==> src/owd_pkg.sv <==
// Shared types, keyboard tables and cost functions for the weighted edit distance block.
package owd_pkg;

    localparam int LETTER_W = 5;
    localparam int COST_W   = 8;
    localparam int DIST_W   = 14;
    localparam int DIST_MAX = 16383;

    localparam logic OP_QUERY     = 1'b0;
    localparam logic OP_CANDIDATE = 1'b1;

    localparam logic [1:0] REG_EDIT       = 2'd0;
    localparam logic [1:0] REG_TRANSPOSE  = 2'd1;
    localparam logic [1:0] REG_NEIGHBOUR  = 2'd2;
    localparam logic [1:0] REG_SOUND_PAIR = 2'd3;

    typedef struct packed {
        logic                op;
        logic [LETTER_W-1:0] letter;
        logic                last;
    } owd_in_t;

    typedef struct packed {
        logic [DIST_W-1:0] distance;
        logic              too_long;
    } owd_out_t;

    typedef struct packed {
        logic [COST_W-1:0] edit_cost;
        logic [COST_W-1:0] transpose_cost;
        logic [COST_W-1:0] neighbour_cost;
        logic [COST_W-1:0] sound_pair_cost;
    } owd_cfg_t;

    // Control that travels with one candidate letter down the cell row.
    typedef struct packed {
        logic                valid;
        logic                first;
        logic                last;
        logic                score;
        logic                too_long;
        logic [LETTER_W-1:0] letter;
        logic [LETTER_W-1:0] prev_letter;
    } owd_wave_t;

    // Query letter of a cell as seen by its right-hand neighbor.
    typedef struct packed {
        logic                present;
        logic [LETTER_W-1:0] letter;
    } owd_nb_t;

    localparam logic [5:0] KEY_POS [32] = '{
        6'd13, 6'd30, 6'd9,  6'd24, 6'd33, 6'd16, 6'd37, 6'd36,
        6'd18, 6'd0,  6'd12, 6'd29, 6'd14, 6'd20, 6'd25, 6'd17,
        6'd21, 6'd10, 6'd22, 6'd8,  6'd1,  6'd40, 6'd4,  6'd6,
        6'd28, 6'd32, 6'd44, 6'd5,  6'd26, 6'd41, 6'd34, 6'd2
    };

    localparam logic [1:0] KEY_ROW [32] = '{
        2'd1, 2'd2, 2'd1, 2'd0, 2'd1, 2'd0, 2'd1, 2'd0,
        2'd2, 2'd0, 2'd0, 2'd1, 2'd2, 2'd0, 2'd1, 2'd1,
        2'd1, 2'd2, 2'd2, 2'd0, 2'd1, 2'd0, 2'd0, 2'd2,
        2'd0, 2'd0, 2'd0, 2'd1, 2'd2, 2'd1, 2'd2, 2'd2
    };

    function automatic logic is_sound_pair(input logic [LETTER_W-1:0] a,
                                           input logic [LETTER_W-1:0] b);
        logic [LETTER_W-1:0] lo;
        logic [LETTER_W-1:0] hi;
        lo = (a < b) ? a : b;
        hi = (a < b) ? b : a;
        return {lo, hi} inside {
            {5'd0, 5'd14}, {5'd5, 5'd8},  {5'd8, 5'd9},
            {5'd7, 5'd17}, {5'd6, 5'd24}, {5'd1, 5'd15},
            {5'd2, 5'd20}, {5'd4, 5'd18}, {5'd3, 5'd10}
        };
    endfunction

    function automatic logic is_key_neighbour(input logic [LETTER_W-1:0] a,
                                              input logic [LETTER_W-1:0] b);
        logic [5:0] pos_diff;
        logic       row_far;
        pos_diff = (KEY_POS[a] > KEY_POS[b]) ? KEY_POS[a] - KEY_POS[b]
                                             : KEY_POS[b] - KEY_POS[a];
        row_far  = (KEY_ROW[a] == 2'd0 && KEY_ROW[b] == 2'd2) ||
                   (KEY_ROW[a] == 2'd2 && KEY_ROW[b] == 2'd0);
        return (pos_diff <= 6'd5) && !row_far;
    endfunction

    function automatic logic [COST_W-1:0] sub_cost(input logic [LETTER_W-1:0] a,
                                                   input logic [LETTER_W-1:0] b,
                                                   input owd_cfg_t         cfg);
        logic [COST_W-1:0] cost;
        if (a == b)
        begin
            cost = '0;
        end
        else if (is_sound_pair(a, b))
        begin
            cost = cfg.sound_pair_cost;
        end
        else if (is_key_neighbour(a, b))
        begin
            cost = cfg.neighbour_cost;
        end
        else
        begin
            cost = cfg.edit_cost;
        end
        return cost;
    endfunction

endpackage

==> src/owd_cell.sv <==
// One cell of the row: holds one query letter and one row of the score table.
module owd_cell #(
    parameter int COL_W = 14
) (
    input  logic                          clk,
    input  logic                          rst_n,
    input  owd_pkg::owd_cfg_t             cfg,
    input  logic                          q_we,
    input  logic [owd_pkg::LETTER_W-1:0]  q_letter,
    input  owd_pkg::owd_nb_t              left_nb,
    input  owd_pkg::owd_wave_t            left_ctrl,
    input  logic [COL_W-1:0]              left_cur,
    input  logic [COL_W-1:0]              left_diag,
    input  logic [COL_W-1:0]              left_diag2,
    output owd_pkg::owd_nb_t              out_nb,
    output owd_pkg::owd_wave_t            out_ctrl,
    output logic [COL_W-1:0]              out_cur,
    output logic [COL_W-1:0]              out_diag,
    output logic [COL_W-1:0]              out_diag2
);
    import owd_pkg::*;

    logic [LETTER_W-1:0] q_reg;
    logic [COL_W-1:0]    d_reg;
    logic [COL_W-1:0]    d_next;
    logic [COL_W-1:0]    old_left_reg;
    logic [COL_W-1:0]    old_left_next;
    owd_wave_t           ctrl_reg;
    logic [COL_W-1:0]    cur_reg;
    logic [COL_W-1:0]    diag_reg;
    logic [COL_W-1:0]    diag2_reg;

    logic [COL_W-1:0] own_prev;
    logic [COL_W-1:0] del_sum;
    logic [COL_W-1:0] ins_sum;
    logic [COL_W-1:0] sub_sum;
    logic [COL_W-1:0] tr_sum;
    logic [COL_W-1:0] best;
    logic [COL_W-1:0] edit_ext;
    logic             tr_en;
    logic             upd;

    always_comb
    begin
        edit_ext = COL_W'(cfg.edit_cost);
        own_prev = left_ctrl.first ? left_diag + edit_ext : d_reg;
        del_sum  = own_prev + edit_ext;
        ins_sum  = left_cur + edit_ext;
        sub_sum  = left_diag + COL_W'(sub_cost(q_reg, left_ctrl.letter, cfg));
        tr_sum   = left_diag2 + COL_W'(cfg.transpose_cost);
        tr_en    = !left_ctrl.first && left_nb.present &&
                   (q_reg == left_ctrl.prev_letter) &&
                   (left_nb.letter == left_ctrl.letter);
        best     = (del_sum < ins_sum) ? del_sum : ins_sum;
        if (sub_sum < best)
        begin
            best = sub_sum;
        end
        if (tr_en && tr_sum < best)
        begin
            best = tr_sum;
        end
        upd           = left_ctrl.valid && left_ctrl.score;
        d_next        = upd ? best : d_reg;
        old_left_next = upd ? left_diag : old_left_reg;
    end

    always_ff @(posedge clk or negedge rst_n)
    begin
        if (!rst_n)
        begin
            ctrl_reg <= '0;
        end
        else
        begin
            ctrl_reg <= left_ctrl;
        end
    end

    always_ff @(posedge clk)
    begin
        if (q_we)
        begin
            q_reg <= q_letter;
        end
        d_reg        <= d_next;
        old_left_reg <= old_left_next;
        cur_reg      <= best;
        diag_reg     <= own_prev;
        diag2_reg    <= old_left_reg;
    end

    assign out_nb.present = 1'b1;
    assign out_nb.letter  = q_reg;
    assign out_ctrl       = ctrl_reg;
    assign out_cur        = cur_reg;
    assign out_diag       = diag_reg;
    assign out_diag2      = diag2_reg;

endmodule

==> config.mk <==
export PLATFORM = sky130hd
export DESIGN_NAME = owd_cell
export DESIGN_NICKNAME = d
export VERILOG_FILES = /design/src/owd_pkg.sv /design/src/owd_cell.sv
export SDC_FILE = /design/constraint.sdc
export NUM_CORES = 1
export LEC_CHECK = 0
export BUFFER_PORTS_ARGS = -buffer_cell sky130_fd_sc_hd__buf_2
export CORE_UTILIZATION = 35
export CTS_CLUSTER_DIAMETER = 100
export DETAILED_ROUTE_END_ITERATION = 8
export PLACE_DENSITY = 0.69
export SETUP_SLACK_MARGIN = 0.02
export SYNTH_ARGS = -nofsm -noshare
export SYNTH_HDL_FRONTEND = slang
export SYNTH_SLANG_ARGS = --single-unit
==> constraint.sdc <==
create_clock -name clk -period 9.4 [get_ports clk]
set_input_delay 1.88 -clock clk [delete_from_list [all_inputs] [get_ports clk]]
set_output_delay 1.88 -clock clk [all_outputs]
set_load 0.02 [all_outputs]
-- Word-level counts from Yosys, hierarchy flattened
Memories as Yosys holds them, arrays and structs flattened.
Cells that the tools add are included.
- register bits after elaboration: 90
- latch bits: 0
- bits in writable memories: 0
- memory bits (read-only): 512
- input port bits: 103
- word-level logic and storage cells: 80
- memories: 4
- memory list (memory ; depth ; bits a word ; read ports ; clocked after Yosys merged registers in ; write ports ; RTL line ; source):
    (name not given) ; 32 ; 6 ; 1 ; 0 ; 0 ; owd_pkg.sv:84 ; : KEY_POS[b] - KEY_POS[a];
    (name not given) ; 32 ; 6 ; 1 ; 0 ; 0 ; owd_pkg.sv:84 ;
    (name not given) ; 32 ; 2 ; 1 ; 0 ; 0 ; owd_pkg.sv:86 ; (KEY_ROW[a] == 2'd2 && KEY_ROW[b] == 2'd0);
    (name not given) ; 32 ; 2 ; 1 ; 0 ; 0 ; owd_pkg.sv:86 ;
- $add $sub $neg: 7
- multipliers: 0
- div/mod/pow operators: 0
- $lt $le $gt $ge: 8
- equality and inequality tests: 14
- shifts and indexed selects: 0
- mux-type cells: 18
- bitwise operators: 2
- reduce and logical (&&, ||, !) cells: 14
- operator list (operator ; number):
    $add 14x8->14 ; 5
    $mux 14 ; 4
    $lt 14x14->1 ; 3
    $eq 10x8->1 const B ; 4
    $mux 6 ; 5
    $mux 8 ; 3
    $eq 10x7->1 const B ; 2
    $eq 5x5->1 ; 3
    $ge 6x6->1 const B ; 2
    $not 5->6 ; 2
    $sub 6x6->6 ; 2
    $eq 10x4->1 const B ; 1
    $eq 10x6->1 const B ; 1
    $eq 10x9->1 const B ; 1
    $mux 5 ; 2
    $reduce_bool 9->1 ; 1
    $logic_and 1x1->1 ; 8
    $mux 2 ; 4
    $gt 6x6->1 ; 1
    $le 6x3->1 const B ; 1
    $lt 5x5->1 ; 1
    $eq 2x2->1 const B ; 2
    $logic_not 2->1 ; 2
    $logic_not 1->1 ; 2
    $logic_or 1x1->1 ; 1

-- Logic depth before layout (Yosys ltp)
- word-level depth: 18
- mapped depth: 47
- gate-level depth less buffers: 44

-- Least setup slack after synthesis
Ideal clock, no wire load.
- kind: input -> register
- start: in left_ctrl[6] (netlist bit)
- end: reg d_reg[12] (data pin)
- setup time: 0.264 ns
- arrival: 10.428 ns
- required time: 9.136 ns
- setup slack: -1.292 ns
- stages on the path: 44
- buffers on the path: 3
- cell sequence: buf_1 inv_1 ha_1 nand2b_1 a311oi_1 a21o_1 inv_1 ha_1 inv_1 o21bai_1 a21o_1 a21oi_4 mux2i_1 or2_2 a221oi_4 nand2_4 a311o_1 ha_1 [8 not listed] ha_1 nand4_1 nor3_1 o21ai_0 o21ai_1 clkbuf_1 nor2_1 a21o_1 ha_1 nand4_1 or2_2 nor3_1 a22oi_1 o2111ai_1 a21oi_1 buf_2 a2bb2oi_1 o21ai_1
- word-level cells in the longest chain between the ends: 18
- elaborated cells between the ends (all ways): 44
- RTL lines (item ; RTL line ; source):
    start: declaration ; owd_cell.sv:11 ; input owd_pkg::owd_wave_t left_ctrl,
    branches (longest 17 deep; another with $add 14x8->14) ; -- ;
    $mux 14 * ; owd_cell.sv:59 ; if (tr_en && tr_sum < best)
    via best[12] ; owd_cell.sv:38 ; logic [COL_W-1:0] best;
    end signal: assignment ; owd_cell.sv:86 ; d_reg <= d_next;
    end: declaration ; owd_cell.sv:24 ; logic [COL_W-1:0] d_reg;
Mark *: on every way through the listed nets, which the timed path passes. The select of a mux whose other input is x is not followed.
A chain may end at the register's enable or synchronous reset.

-- Final worst setup path
- start: in cfg[24] (netlist bit)
- end: reg d_reg[8] (data pin)
- word-level cells in the longest chain between the ends: 10
- elaborated cells between the ends (all ways): 15
- RTL lines (item ; RTL line ; source):
    start: declaration ; owd_cell.sv:7 ; input owd_pkg::owd_cfg_t cfg,
    $add 14x8->14 * ; owd_cell.sv:46 ; own_prev = left_ctrl.first ? left_diag + edit_ext : d_reg;
    $mux 14 * ; owd_cell.sv:46 ;
    via own_prev[6] ; owd_cell.sv:33 ; logic [COL_W-1:0] own_prev;
    $add 14x8->14 * ; owd_cell.sv:47 ; del_sum = own_prev + edit_ext;
    $lt 14x14->1 ; owd_cell.sv:54 ; best = (del_sum < ins_sum) ? del_sum : ins_sum;
    $mux 14 * ; owd_cell.sv:54 ;
    $lt 14x14->1 ; owd_cell.sv:55 ; if (sub_sum < best)
    $mux 14 * ; owd_cell.sv:55 ;
    $lt 14x14->1 ; owd_cell.sv:59 ;
    $logic_and 1x1->1 ; owd_cell.sv:59 ;
    $mux 14 * ; owd_cell.sv:59 ;
    via best[8] ; owd_cell.sv:38 ;
The timed path passes the listed nets; every way through them passes the cells marked *.

==> summary.md <==
| Metric | Value |
|---|---|
| Fmax | 104 MHz |
| Slew HR | 42.8% |
| Reg2reg start | q_reg[1] |
| Via/cell ratio | 5.22 |
| Clock root buffer | clkbuf_16 |
| Die extent in y | 156 um |
| Fin area | 12000 um2 |
| Tcrit/Tclk final | 102% |
| Hold Path Origin | old_left_reg[4] |
| Syn_area_per_cell | 9.00 um2 |
| Critical Path End Type | flop |
| Met3 wire len | 1690 um |
| Detailed Place HPWL | 21500 um |
| Clock Skew | 0.0105 ns |
| Htree depth | 3 |
| CP startpoint | cfg[24] |
| Initial drt markers | 566 |
| Failing checks | setup timing |
| Critical path's most frequent cell | a21o_1 |
| Number of flops mapped to enable cells by yosys | 33 |
| Post-synth ARST share | 16.7% |
| Mapped Nets | 1140 |
| Final Wtd Congestion | 0.927 |
| Final wirelength | 27200 um |
| Final-stage net count | 1512 |
| Slowest-stage cell, CP | a2111oi_4 |
| Largest net degree at the start of global routing | 29 |
| Final Max Slew Viols | 0 |
| Sequential share of power | 20.2% |
| CP arrival | 9.70 ns |
| Share of layout cells above drive strength 1 | 40.7% |
| CP peak stage delay | 0.46 ns |
| I/O pin count | 166 |
| Final antenna-violating net count | 0 |
| Primary FF master, synth | dfxtp_1 |
| Status | finished, violations left |
| Final antenna diode count | 0 |
| Core region area | 23400 um2 |
| Sequential area share after synthesis | 26.6% |
| # Max-Cap Violations | 0 |
| Yosys warning count | 0 |
| Distinct cells, synth | 86 |
| Hold crit path type | reg2reg |
| Drt pass-1 iters | 5 |
| Final Critical Period | 9.59 ns |
| WL met2 | 12500 um |
| Total grt overflow | 0 |
| Initial antenna violation count | 0 |
| Syn Inst Count | 924 |
| RSZ-0062 raised after global routing | yes |
| CP Max Fanout | 9 |
| Max VDD drop | 0.112 mV |
| P_int | 1.54 mW |
| Port bufs | 164 |
| Cts hold-fix bufs | 0 |
| Placed cells | 1569 |
| Power Total | 2.60 mW |
| Post-Syn Area | 8310 um2 |
| Final WS setup | -0.191 ns |
| Sw power | 1.05 mW |
| Rows | 56 |
| Number of flip-flops under the largest register name | 15 |
| Final Setup Violations | 28 |
| Via count | 8461 |
| Routed len/inst | 16.8 um |
| Routed met1 length | 12300 um |
| Maximum clock insertion buffer count | 2 |
| First-pass GRT wire length | 41200 um |
| Clock share of power | 16.1% |
| Clock sink count | 90 |
| WHS | 0.341 ns |
| Leakage Power | 5.62 nW |
| Initial Util | 35.5% |
| Final Instance Count excl. Fillers | 1620 |
| Die width | 156 um |
| Worst-skew pair later-pin latency | 0.36 ns |
| WP data required | 9.51 ns |
| WS Path Type | in2reg |
| Num CTS Buffers | 9 |
| # DRC | 0 |
| Hold Vio Cnt, Final | 0 |
| Power Dens Cells | 216 nW/um2 |
| Worst Tran Pin Value | 0.857 ns |
| CTS tree | done |
| Logic pwr share | 63.7% |
| Clock-pin slew on the worst setup and hold paths | 0.06 ns |
| Die footprint | 24400 um2 |
| Yosys reg bits | 90 |
| Area after DPL | 11000 um2 |
| Number of global-route vias before repair | 8228 |
| Switching part of the total power | 40.5% |
| Highest routed layer | met4 |
| Area grow syn2layout | 44.6% |
| CP startpoint kind | input port |
| Total GRT Usage | 21.9% |
[final timing paths]
path                           endpoint  slack, ns  cells past startpoint
min                        out_diag2[4]       0.34                      0
min in group asynchronous  out_ctrl[12]       1.44                      1
max reg2reg                    d_reg[8]       0.45                     44
max                            d_reg[8]      -0.19                     43
max in group asynchronous   out_ctrl[8]       7.65                      1
min reg2reg                out_diag2[4]       0.34                      0
[per-stage QoR]
stage / util (%) / setup TNS [ns] / worst slack, ns
floorplan: - / -0.0387 / -0.0387
global placement: 46.9 / -12.00 / -0.556
detailed placement: 46.9 / -16.52 / -0.727
CTS: 49.6 / 0 / 0.0118
global route: 51.4 / -13.62 / -0.578
finish: 51.4 / -2.93 / -0.191
[critical path: cells and delay by family]
kind                       cells  cell delay (ns)
and+or+nand+nor                6             1.03
xor gates and xnor gates       2             0.21
AOI/OAI and AO/OA             21             3.62
adders and majority gates      6             1.68
muxes                          1             0.30
buffers and inverters          7             0.93
[repair_timing]
action                                  in CTS  in global routing
gates resized for setup                     33                 64
setup buffers                               18                 17
hold endpoints to repair                     0                  0
pin swaps                                   16                 36
endpoints found under the setup margin      28                 28
[per-layer routing]
layer	global-route usage, %	up-vias
met5	0	-
met4	7.52	0
met3	3.28	36
met2	36.2	299
met1	29.0	3955
li1	-	4171
[layout by cell type (no fill, tap or decap), types with 16 or more instances in the layout]
master / count
buf_4: 218
buf_2: 161
ha_1: 91
inv_1: 59
nor2_1: 56
nand2_1: 54
dfxtp_1: 42
xnor2_1: 41
a21oi_1: 38
a21o_1: 36
o21ai_0: 36
edfxtp_1: 33
xor2_1: 22
nor3_1: 18
nand3_1: 17
nor2b_1: 16
mux2i_1: 16
[Yosys cell counts, drive strengths merged, types with 13 or more instances]
| master | n | area [um2] |
|---|---|---|
| xor2 | 23 | 220 |
| xnor2 | 41 | 359 |
| nand3 | 18 | 90.1 |
| a21o | 38 | 285 |
| inv | 62 | 233 |
| dfrtp | 15 | 375 |
| nor2 | 66 | 255 |
| edfxtp | 33 | 991 |
| o21ai | 56 | 284 |
| buf | 17 | 95.1 |
| o211ai | 13 | 111 |
| nor3 | 23 | 120 |
| dfxtp | 42 | 841 |
| ha | 106 | 1330 |
| clkbuf | 13 | 48.8 |
| nor2b | 16 | 100 |
| mux2i | 21 | 210 |
| nand2 | 58 | 228 |
| a21oi | 52 | 283 |
[power groups by stage]
stage	registers (mW)	clock network [mW]	logic, mW
finish	0.525	0.418	1.65
global route	0.532	0.439	1.81
CTS	0.526	0.427	1.50
detailed placement	0.534	0	1.45
global placement	0.533	0	1.42
floorplan	0.585	0	0.823
[kinds of logic after synthesis]
| family | synth area share (%) |
|---|---|
| AND/OR/NAND/NOR | 17.4 |
| other | 0.0451 |
| buffers and inverters | 4.58 |
| XOR/XNOR | 6.97 |
| adder cells (fa/ha/maj) | 17.6 |
| flip-flops | 26.6 |
| AO/OA/AOI/OAI | 22.7 |
| multiplexers | 4.15 |
[final cells by class]
class | instances | area [um2]
Fill cell | 2150 | 11400
Multi-Input combinational cell | 741 | 6200
Timing Repair Buffer | 391 | 2630
Sequential cell | 90 | 2210
Tap cell | 319 | 399
Clock buffer | 11 | 254
Inverter | 63 | 246
Clock inverter | 5 | 85.1
Note: power is estimated with default switching activity, not from simulation.
